File: config.mk
export PLATFORM = sky130hd
export DESIGN_NAME = spiral_order_address_generator
export DESIGN_NICKNAME = d
export VERILOG_FILES = /design/src/rtl/sog_pkg.sv /design/src/rtl/sog_step.sv /design/src/rtl/spiral_order_address_generator.sv
export SDC_FILE = /design/constraint.sdc
export NUM_CORES = 1
export LEC_CHECK = 0
export ABC_AREA = 1
export BUFFER_PORTS_ARGS = -buffer_cell sky130_fd_sc_hd__buf_2
export CAP_MARGIN = 20
export CELL_PAD_IN_SITES_DETAIL_PLACEMENT = 0
export CELL_PAD_IN_SITES_GLOBAL_PLACEMENT = 1
export CORE_MARGIN = 1.5
export CORE_UTILIZATION = 50
export CTS_CLUSTER_DIAMETER = 150
export DETAILED_ROUTE_END_ITERATION = 7
export PLACE_DENSITY = 0.85
export SLEW_MARGIN = 30
export SYNTH_ARGS = -nofsm -noshare
export SYNTH_HDL_FRONTEND = slang
export SYNTH_SLANG_ARGS = --single-unit
File: constraint.sdc
create_clock -name clk -period 10.25 [get_ports clk]
set_clock_uncertainty 0.1 [all_clocks]
set_input_delay 0 -clock clk [delete_from_list [all_inputs] [get_ports clk]]
set_output_delay 0 -clock clk [all_outputs]
set_load 0.02 [all_outputs]
File: src/rtl/sog_pkg.sv
`timescale 1ns / 1ps
`default_nettype none

package sog_pkg;

	localparam int CFG_W     = 9;
	localparam int CFG_IDX_W = 1;

	localparam logic [CFG_IDX_W-1:0] CFG_NUM_ROWS = 1'd0;
	localparam logic [CFG_IDX_W-1:0] CFG_NUM_COLS = 1'd1;

	localparam logic [CFG_W-1:0] NUM_ROWS_RST = 9'd4;
	localparam logic [CFG_W-1:0] NUM_COLS_RST = 9'd4;

	localparam int ROW_W = 8;
	localparam int COL_W = 8;
	localparam int LIN_W = 16;
	localparam int SEQ_W = 17;

	typedef enum logic [3:0] {
		DIR_RIGHT = 4'b0001,
		DIR_DOWN  = 4'b0010,
		DIR_LEFT  = 4'b0100,
		DIR_UP    = 4'b1000
	} dir_t;

endpackage

`default_nettype wire

File: src/rtl/sog_step.sv
`timescale 1ns / 1ps
`default_nettype none

module sog_step #(
	parameter int CRD_W = 8,
	parameter int DIM_W = 9,
	parameter int LIN_FW = 16
) (
	input  wire logic [DIM_W-1:0]  lat_cols,
	input  wire sog_pkg::dir_t     dir,
	input  wire logic [CRD_W-1:0]  cur_row,
	input  wire logic [CRD_W-1:0]  cur_col,
	input  wire logic [CRD_W-1:0]  top_bound,
	input  wire logic [CRD_W-1:0]  bottom_bound,
	input  wire logic [CRD_W-1:0]  left_bound,
	input  wire logic [CRD_W-1:0]  right_bound,
	input  wire logic [LIN_FW-1:0] lin,
	output sog_pkg::dir_t          dir_nx,
	output logic [CRD_W-1:0]       row_nx,
	output logic [CRD_W-1:0]       col_nx,
	output logic [CRD_W-1:0]       top_nx,
	output logic [CRD_W-1:0]       bottom_nx,
	output logic [CRD_W-1:0]       left_nx,
	output logic [CRD_W-1:0]       right_nx,
	output logic [LIN_FW-1:0]      lin_nx
);

	localparam int XW = (LIN_FW > DIM_W) ? LIN_FW : DIM_W;

	logic [XW-1:0]     cols_x;
	logic [LIN_FW-1:0] stride;

	assign cols_x = XW'(lat_cols);
	assign stride = cols_x[LIN_FW-1:0];

	always_comb begin
		dir_nx    = dir;
		row_nx    = cur_row;
		col_nx    = cur_col;
		top_nx    = top_bound;
		bottom_nx = bottom_bound;
		left_nx   = left_bound;
		right_nx  = right_bound;
		lin_nx    = lin;
		case (dir)
			sog_pkg::DIR_RIGHT: begin
				if (cur_col < right_bound) begin
					col_nx = cur_col + 1'b1;
					lin_nx = lin + 1'b1;
				end else begin
					top_nx = top_bound + 1'b1;
					dir_nx = sog_pkg::DIR_DOWN;
					row_nx = cur_row + 1'b1;
					lin_nx = lin + stride;
				end
			end
			sog_pkg::DIR_DOWN: begin
				if (cur_row < bottom_bound) begin
					row_nx = cur_row + 1'b1;
					lin_nx = lin + stride;
				end else begin
					right_nx = right_bound - 1'b1;
					dir_nx   = sog_pkg::DIR_LEFT;
					col_nx   = cur_col - 1'b1;
					lin_nx   = lin - 1'b1;
				end
			end
			sog_pkg::DIR_LEFT: begin
				if (cur_col > left_bound) begin
					col_nx = cur_col - 1'b1;
					lin_nx = lin - 1'b1;
				end else begin
					bottom_nx = bottom_bound - 1'b1;
					dir_nx    = sog_pkg::DIR_UP;
					row_nx    = cur_row - 1'b1;
					lin_nx    = lin - stride;
				end
			end
			sog_pkg::DIR_UP: begin
				if (cur_row > top_bound) begin
					row_nx = cur_row - 1'b1;
					lin_nx = lin - stride;
				end else begin
					left_nx = left_bound + 1'b1;
					dir_nx  = sog_pkg::DIR_RIGHT;
					col_nx  = cur_col + 1'b1;
					lin_nx  = lin + 1'b1;
				end
			end
			default: begin
				dir_nx = dir;
			end
		endcase
	end

endmodule

`default_nettype wire

File: src/rtl/spiral_order_address_generator.sv
`timescale 1ns / 1ps
`default_nettype none

// spiral order address generator
// input channel: in_valid / in_stall with restart; every accepted item yields
//   exactly one result item: the next cell of a clockwise spiral over the
//   num_rows by num_cols matrix, starting at the top-left corner
// output channel: out_valid / out_stall with row, col, linear_index,
//   sequence_value and last
// latency: the result is valid the cycle after its item is accepted
// throughput: one item per cycle unless in_stall is high; the walk state and the
//   running linear index update once per item through a single add/compare step
// the output register holds one result; in_stall is high only while that
//   result is held by out_stall, so a stalled receiver holds the payload
//   and back-pressures the input without losing or repeating cells
// configuration: cfg_we writes num_rows (index 0) or num_cols (index 1);
//   new dimensions are latched when the next spiral begins
// reset: dimensions return to 4 by 4, no result is pending and the first item
//   begins a new spiral

module spiral_order_address_generator #(
	parameter int MAX_DIM = 256
) (
	input  wire logic                          clk,
	input  wire logic                          arst_n,
	input  wire logic                          cfg_we,
	input  wire logic [sog_pkg::CFG_IDX_W-1:0] cfg_index,
	input  wire logic [sog_pkg::CFG_W-1:0]     cfg_data,
	input  wire logic                          in_valid,
	output logic                               in_stall,
	input  wire logic                          restart,
	output logic                               out_valid,
	input  wire logic                          out_stall,
	output logic [sog_pkg::ROW_W-1:0]          row,
	output logic [sog_pkg::COL_W-1:0]          col,
	output logic [sog_pkg::LIN_W-1:0]          linear_index,
	output logic [sog_pkg::SEQ_W-1:0]          sequence_value,
	output logic                               last
);

	localparam int DIM_W  = $clog2(MAX_DIM + 1);
	localparam int CRD_W  = $clog2(MAX_DIM);
	localparam int LIN_FW = $clog2(MAX_DIM * MAX_DIM);
	localparam int CNT_W  = $clog2(MAX_DIM * MAX_DIM + 1);
	localparam int CMP_W  = ((sog_pkg::CFG_W > DIM_W) ? sog_pkg::CFG_W : DIM_W) + 1;
	localparam int CRD_XW = CRD_W + sog_pkg::ROW_W;
	localparam int LIN_XW = LIN_FW + sog_pkg::LIN_W;
	localparam int CNT_XW = CNT_W + sog_pkg::SEQ_W;

	logic [sog_pkg::CFG_W-1:0] num_rows_q;
	logic [sog_pkg::CFG_W-1:0] num_cols_q;

	logic [DIM_W-1:0]  lat_cols_q;
	logic [CNT_W-1:0]  total_q;
	logic [CNT_W-1:0]  cnt_q;
	sog_pkg::dir_t     dir_q;
	logic [CRD_W-1:0]  row_q;
	logic [CRD_W-1:0]  col_q;
	logic [CRD_W-1:0]  top_q;
	logic [CRD_W-1:0]  bottom_q;
	logic [CRD_W-1:0]  left_q;
	logic [CRD_W-1:0]  right_q;
	logic [LIN_FW-1:0] lin_q;
	logic              out_valid_q;
	logic              last_q;

	logic [CMP_W-1:0]  rows_x;
	logic [CMP_W-1:0]  cols_x;
	logic [DIM_W-1:0]  rows_cl;
	logic [DIM_W-1:0]  cols_cl;
	logic [2*DIM_W-1:0] total_prod;

	sog_pkg::dir_t     dir_adv;
	logic [CRD_W-1:0]  row_adv;
	logic [CRD_W-1:0]  col_adv;
	logic [CRD_W-1:0]  top_adv;
	logic [CRD_W-1:0]  bottom_adv;
	logic [CRD_W-1:0]  left_adv;
	logic [CRD_W-1:0]  right_adv;
	logic [LIN_FW-1:0] lin_adv;
	logic [CNT_W-1:0]  cnt_adv;

	logic              accept;
	logic              start;

	logic [CRD_XW-1:0] row_x;
	logic [CRD_XW-1:0] col_x;
	logic [LIN_XW-1:0] lin_x;
	logic [CNT_XW-1:0] cnt_x;

	always_ff @(posedge clk or negedge arst_n) begin
		if (!arst_n) begin
			num_rows_q <= sog_pkg::NUM_ROWS_RST;
			num_cols_q <= sog_pkg::NUM_COLS_RST;
		end else if (cfg_we) begin
			case (cfg_index)
				sog_pkg::CFG_NUM_ROWS: num_rows_q <= cfg_data;
				sog_pkg::CFG_NUM_COLS: num_cols_q <= cfg_data;
				default: begin
					num_rows_q <= num_rows_q;
				end
			endcase
		end
	end

	// clamp dimensions to 1..MAX_DIM
	assign rows_x = CMP_W'(num_rows_q);
	assign cols_x = CMP_W'(num_cols_q);

	always_comb begin
		if (rows_x == '0) begin
			rows_cl = DIM_W'(1);
		end else if (rows_x > CMP_W'(MAX_DIM)) begin
			rows_cl = DIM_W'(MAX_DIM);
		end else begin
			rows_cl = rows_x[DIM_W-1:0];
		end
		if (cols_x == '0) begin
			cols_cl = DIM_W'(1);
		end else if (cols_x > CMP_W'(MAX_DIM)) begin
			cols_cl = DIM_W'(MAX_DIM);
		end else begin
			cols_cl = cols_x[DIM_W-1:0];
		end
	end

	assign total_prod = rows_cl * cols_cl;

	sog_step #(
		.CRD_W (CRD_W),
		.DIM_W (DIM_W),
		.LIN_FW(LIN_FW)
	) u_step (
		.lat_cols    (lat_cols_q),
		.dir         (dir_q),
		.cur_row     (row_q),
		.cur_col     (col_q),
		.top_bound   (top_q),
		.bottom_bound(bottom_q),
		.left_bound  (left_q),
		.right_bound (right_q),
		.lin         (lin_q),
		.dir_nx      (dir_adv),
		.row_nx      (row_adv),
		.col_nx      (col_adv),
		.top_nx      (top_adv),
		.bottom_nx   (bottom_adv),
		.left_nx     (left_adv),
		.right_nx    (right_adv),
		.lin_nx      (lin_adv)
	);

	assign cnt_adv  = cnt_q + 1'b1;
	assign in_stall = out_valid_q && out_stall;
	assign accept   = in_valid && !in_stall;
	assign start    = restart || (cnt_q == '0) || (cnt_q >= total_q);

	always_ff @(posedge clk or negedge arst_n) begin
		if (!arst_n) begin
			lat_cols_q <= DIM_W'(sog_pkg::NUM_COLS_RST);
			total_q    <= CNT_W'(sog_pkg::NUM_ROWS_RST * sog_pkg::NUM_COLS_RST);
			cnt_q      <= '0;
			dir_q      <= sog_pkg::DIR_RIGHT;
			row_q      <= '0;
			col_q      <= '0;
			top_q      <= '0;
			left_q     <= '0;
			bottom_q   <= CRD_W'(sog_pkg::NUM_ROWS_RST - 1);
			right_q    <= CRD_W'(sog_pkg::NUM_COLS_RST - 1);
			lin_q      <= '0;
			last_q     <= 1'b0;
		end else if (accept) begin
			if (start) begin
				lat_cols_q <= cols_cl;
				total_q    <= total_prod[CNT_W-1:0];
				cnt_q      <= CNT_W'(1);
				dir_q      <= sog_pkg::DIR_RIGHT;
				row_q      <= '0;
				col_q      <= '0;
				top_q      <= '0;
				left_q     <= '0;
				bottom_q   <= CRD_W'(rows_cl - 1'b1);
				right_q    <= CRD_W'(cols_cl - 1'b1);
				lin_q      <= '0;
				last_q     <= (rows_cl == DIM_W'(1)) && (cols_cl == DIM_W'(1));
			end else begin
				cnt_q    <= cnt_adv;
				dir_q    <= dir_adv;
				row_q    <= row_adv;
				col_q    <= col_adv;
				top_q    <= top_adv;
				left_q   <= left_adv;
				bottom_q <= bottom_adv;
				right_q  <= right_adv;
				lin_q    <= lin_adv;
				last_q   <= (cnt_adv >= total_q);
			end
		end
	end

	always_ff @(posedge clk or negedge arst_n) begin
		if (!arst_n) begin
			out_valid_q <= 1'b0;
		end else if (accept) begin
			out_valid_q <= 1'b1;
		end else if (!out_stall) begin
			out_valid_q <= 1'b0;
		end
	end

	// walk state doubles as the output register
	assign row_x = CRD_XW'(row_q);
	assign col_x = CRD_XW'(col_q);
	assign lin_x = LIN_XW'(lin_q);
	assign cnt_x = CNT_XW'(cnt_q);

	assign out_valid      = out_valid_q;
	assign row            = row_x[sog_pkg::ROW_W-1:0];
	assign col            = col_x[sog_pkg::COL_W-1:0];
	assign linear_index   = lin_x[sog_pkg::LIN_W-1:0];
	assign sequence_value = cnt_x[sog_pkg::SEQ_W-1:0];
	assign last           = last_q;

endmodule

`default_nettype wire
==> Word level (Yosys, flattened, before mapping) <==
Index checks and enable logic that the tools add are counted.
{ "totals": {"register_bits": 131, "input_bits": 16} }
{ "classes": {"addsub": 15, "mul": 1, "magnitude_cmp": 8, "n_eq_ne": 19, "mux": 44, "n_bitwise": 1, "n_reduce_logical": 25} }
{ "op_table": {"columns": ["operator", "count"], "rows": [
  ["$mux W8", 22],
  ["$mux W16", 5],
  ["$pmux W16 S4", 1],
  ["$pmux W8 S4", 2],
  ["$sub A8 B1 Y8 const B", 6],
  ["$mux W9", 4],
  ["$ge A17 B17 Y1", 2],
  ["$add A8 B1 Y8 const B", 4],
  ["$logic_not A10 Y1", 2],
  ["$mux W4", 5],
  ["$eq A9 B1 Y1 const B", 2],
  ["$gt A9 B9 Y1 const B", 2],
  ["$reduce_and A6 Y1", 3],
  ["$add A17 B1 Y17 const B", 1],
  ["$logic_not A17 Y1", 1],
  ["$mul A9 B9 Y17", 1],
  ["$mux W17", 1],
  ["$add A16 B1 Y16 const B", 1],
  ["$add A16 B9 Y16", 1],
  ["$gt A8 B8 Y1", 2],
  ["$lt A8 B8 Y1", 2],
  ["$pmux W4 S4", 1],
  ["$sub A16 B1 Y16 const B", 1],
  ["$sub A16 B9 Y16", 1],
  ["17 further kinds", 40]
]} }

==> Longest topological paths before layout <==
{ "logic_depth": {"depth_word": 6, "mapped_depth": 27, "mapped_depth_nobuf": 27} }

==> By module <==
Synthesis repeated with hierarchy kept, for this count alone.
{ "unflattened": {"cells_unflattened": 2272, "area_unflattened_um2": 15094.5} }
{ "by_module_without_submodules": {"columns": ["mod", "instances", "cells_per_inst", "area_each_um2", "seq_area_each_um2"], "rows": [
  ["spiral_order_address_generator", 1, 1207, 9482.8, 3289.4],
  ["sog_step", 1, 1065, 5611.6, 0.0]
]} }

==> Least setup slack after synthesis <==
OpenSTA, ideal clock, no wires.
{ "synth_path": {"path_kind": "register to register", "startpoint": "reg num_cols_q[5] (netlist bit)", "endpoint": "reg total_q[16]", "setup_ns": 0.119, "arrival_time_ns": 4.598, "required_ns": 10.031, "path_slack_ns": 5.433, "stages_incl_launch_ff": 19, "n_path_buf": 0, "period_less_slack_ns": 4.817, "cell_sequence": "dfrtp_1 > nor2_1 > nand3_1 > nor2_1 > nor2_2 > nor2_1 > clkinv_1 > nor2_1 > fa_1 > fa_1 > fa_1 > inv_1 > fa_1 > inv_1 > ha_1 > nand4_1 > o311ai_0 > o21ai_0 > o21a_1"} }
{ "synth_via": {"elab_chain_cells": 4, "word_cells_on_any_way": 5, "cone_classes": "mul (1); order compare (1); mux (2); reduce/logical (1)"} }
{ "synth_lines": {"columns": ["element", "line_no", "source"], "rows": [
  ["start, declared", "spiral_order_address_generator.sv:51", "logic [sog_pkg::CFG_W-1:0] num_cols_q;"],
  ["start signal, assigned", "spiral_order_address_generator.sv:94", "num_cols_q <= sog_pkg::NUM_COLS_RST;"],
  ["start signal, assigned", "spiral_order_address_generator.sv:98", "sog_pkg::CFG_NUM_COLS: num_cols_q <= cfg_data;"],
  ["$gt A9 B9 Y1", "spiral_order_address_generator.sv:120", "end else if (cols_x > CMP_W'(MAX_DIM)) begin"],
  ["$mux W9", "spiral_order_address_generator.sv:120", null],
  ["$mux W9 (*)", "spiral_order_address_generator.sv:118", "if (cols_x == '0) begin"],
  ["$mul A9 B9 Y17 (*)", "spiral_order_address_generator.sv:127", "assign total_prod = rows_cl * cols_cl;"],
  ["end signal, assigned", "spiral_order_address_generator.sv:161", "total_q <= CNT_W'(sog_pkg::NUM_ROWS_RST * sog_pkg::NUM_COLS_RST);"],
  ["end signal, assigned", "spiral_order_address_generator.sv:175", "total_q <= total_prod[CNT_W-1:0];"],
  ["end, declared", "spiral_order_address_generator.sv:54", "logic [CNT_W-1:0] total_q;"]
]} }
Every way passes the cells marked *; elsewhere a longest branch is shown, timed or not.
A chain may end at the register's enable or synchronous reset.

==> Worst setup path after layout <==
{ "layout_path": {"startpoint": "reg num_cols_q[5] (netlist bit)", "endpoint": "reg total_q[13]"} }
Same word-level chain as after synthesis.

==> qor.csv <==
stage;metric;value;unit
setup_path;critPathLaunchType;flop;
logic_synthesis;async_flop_share;1.00;
die;initial_core_util;0.506;
sta;max_slew_margin;0.357;
global_route;grt.overflow.total;0;
sta;tns;0;ps
logic_synthesis;synth_ff_type;dfrtp_1;
finish;final_common_cell;nand2_1;
detailed_routing;avgRoutedWirePerCell;16.3;um
finish;finalNetCount;2185;
die;die_h;168;um
placed_design;place_congestion;0.902;
placed_design;port_buffers;67;
logic_synthesis;yosys.cell_types.count;52;
clock_tree;cts_buffer_depth;2;
setup_path;cpPeakStageDelay;550;ps
pwr;irDropWorstVdd;0.0926;mV
sta;period_minus_slack;5460;ps
finish;antenna_cells;0;
die;core;26800;um2
clock_tree;htreeDepth;4;
logic_synthesis;syn_avg_cell_area;7.06;um2
global_route;grt_max_degree;76;
clock_tree;cts_tree;done;
logic_synthesis;synth_cells;1920;
detailed_routing;totalWireLength;38.1;mm
logic_synthesis;yosysSeqAreaShare;0.243;
pwr;fin_total_pwr;3.00;mW
logic_synthesis;ys_seq_elements;131;
clock_tree;clock_sinks;131;
clock_tree;clk_latency;430;ps
finish;n_fill_cell;2677;
setup_path;slowest_stage;fa_1;
detailed_routing;drt_iter0_markers;825;
sta;hold_viol;0;
die;io_pins;68;
detailed_routing;num_vias;12600;
global_route;grt_pass1_wl;63.6;mm
min_path;hold_path.class;in2reg;
finish;fin_cells;2332;
global_route;gr-usage-all-layers;0.284;
setup_path;critPathCaptureType;flop;
pwr;leakage;7.88;nW
finish;drive_gt1_frac;0.0874;
logic_synthesis;synth_enable_flop_cells;0;
die;die_x;168;um
logic_synthesis;syn-cell-area;13600;um2
finish;syn2layout_area_growth;9.45;%
sta;report.final.slew_viol_count;0;
detailed_routing;route.detailed.drc;2;
die;die_area;28100;um2
sta;finalSetupViolCount;0;
logic_synthesis;synth_nets;2127;
sta;fin_crit_sh;0.532;
pwr;cellPowerDensity;202;nW/um2
global_route;grt_antenna_before_repair;0;
logic_synthesis;yosysWarnings;0;
placed_design;dp_hpwl;28.7;mm
setup_path;crit_path_max_fanout;9;
status;violations;design-rule violations;
detailed_routing;post_drt_via_cell_ratio;5.39;
finish;final_cell_mix;nand2_1 (445), inv_1 (310), nor2_1 (179);
sta;finalWorstSetupSlack;4790;ps
global_route;grt_pass1_vias;12400;
detailed_routing;ant_nets;0;
setup_path;cp.required;10420;ps
setup_path;cp_cell_sequence;nor2_1 > nand3_1 > nor2_1 > nor2_2 > nor2_1 > clkinv_1 > nor2_1 > fa_1 > fa_1 > fa_1 > inv_1 > fa_1 > inv_1 > ha_1 > nand2_1 > o21ai_0 > a21oi_1 > o21ai_0 > a21oi_1 > o21ai_0 > o21ai_0;
die;rows;60;
setup_path;crit_type;reg2reg;
placed_design;pre_cts_ws;4870;ps
status;status;complete, but fails checks;
clock_tree;clkSlewWorstSetupHoldPaths;70;ps
clock_tree;cts_buffers;17;
placed_design;dp.cells;2288;
sta;worst_pin_slew;958;ps
clock_tree;postCtsSetupBuffers;0;
setup_path;arrival;5620;ps
sta;fmax;183;MHz
sta;rsz0062_at_grt;false;
flow_run;maxCapViolations;0;
detailed_routing;first_pass_iters;8;
clock_tree;root_buffer;clkbuf_16;
-- Yosys cell counts (all sizes together) (31+ instances only) --
master / number / share of area
a21oi: 98 / 0.037
xor2: 66 / 0.043
nor2: 194 / 0.058
fa: 53 / 0.078
nand4: 51 / 0.024
buf: 31 / 0.014
nand2: 449 / 0.13
dfrtp: 122 / 0.23
nand3: 108 / 0.042
ha: 138 / 0.13
nor3: 33 / 0.016
o21ai: 145 / 0.055
inv: 327 / 0.091
-- final timing paths --
check                                           from                   endpoint  slack [ps]  depth (start not counted)
max                        num_cols_q[5]$_DFFE_PN0P_    total_q[13]$_DFFE_PN0P_        4790                         21
min reg2reg                   right_q[6]$_DFFE_PN0P_     right_q[6]$_DFFE_PN0P_         380                          2
min in group asynchronous                     arst_n         row[2]$_DFFE_PN0P_          80                          2
min                                           cfg_we  num_rows_q[2]$_DFFE_PN1P_          50                          4
max in group asynchronous                     arst_n  lat_cols_q[4]$_DFFE_PN0P_        8650                          3
max reg2reg                num_cols_q[5]$_DFFE_PN0P_    total_q[13]$_DFFE_PN0P_        4790                         21
-- cells by family (layout without fill, tap and decap cells) --
| kind of cell | Yosys count | in the layout | share of synthesized area |
|---|---|---|---|
| simple gates | 865 | 865 | 0.280 |
| buf+inv | 374 | 445 | 0.110 |
| compound gates | 288 | 288 | 0.116 |
| fa+ha+maj | 191 | 191 | 0.206 |
| flops | 131 | 131 | 0.243 |
| xor+xnor | 71 | 71 | 0.0458 |
-- power breakdown --
group | switching [mW] | total, mW | internal [mW]
clock network | 0.269 | 0.658 | 0.388
registers | 0.112 | 0.752 | 0.640
logic | 1.07 | 1.59 | 0.516
-- per-stage QoR --
| step | hold WS (ps) | area, um2 | utilization |
|---|---|---|---|
| after detailed placement | 8.84 | 14100 | 0.527 |
| after global placement | -4.42 | 14100 | 0.527 |
| after CTS | 41.7 | 14800 | 0.554 |
| after floorplan | -396 | 13600 | - |
| final | 50.8 | 14800 | 0.554 |
| after global routing | 148 | 14800 | 0.554 |
-- timing repair --
| action | CTS | global route |
|---|---|---|
| endpoints found under the hold margin | 93 | 0 |
| hold buffers | 12 | 0 |
| resized for setup | 0 | 0 |
-- flip-flops by register name, indices dropped and copies added, names as in the netlist, 4 cells and up --
| signal | cells |
|---|---|
| lat_cols_q | 9 |
| sequence_value | 17 |
| right_q | 8 |
| total_q | 17 |
| left_q | 8 |
| num_cols_q | 9 |
| num_rows_q | 9 |
| bottom_q | 8 |
| dir_q | 4 |
| col | 8 |
| row | 8 |
| top_q | 8 |
| linear_index | 16 |
-- critical path: cells and delay by family (launching register included) --
| kind | cells | cell delay (ps) |
|---|---|---|
| simple gates | 7 | 1040 |
| flops | 1 | 410 |
| buf+inv | 3 | 420 |
| fa+ha+maj | 5 | 2430 |
| compound gates | 6 | 880 |
-- layer usage --
| layer | track usage | routed length (um) | vias up |
|---|---|---|---|
| li1 | - | - | 6279 |
| met1 | 0.373 | 17300 | 5907 |
| met2 | 0.489 | 18100 | 321 |
| met3 | 0.0314 | 1640 | 63 |
| met4 | 0.0944 | 1060 | 0 |
| met5 | 0 | 0 | - |
-- layout make-up --
class	count	area (um2)	area share
multi-input combinational	1415	8790	0.592
sequential	131	3290	0.222
inverter	330	1240	0.0838
timing repair buffer	83	492	0.0331
clock buffer	19	433	0.0292
tap	341	427	0.0287
clock inverter	13	174	0.0117
(Power assumes the default switching activity.)
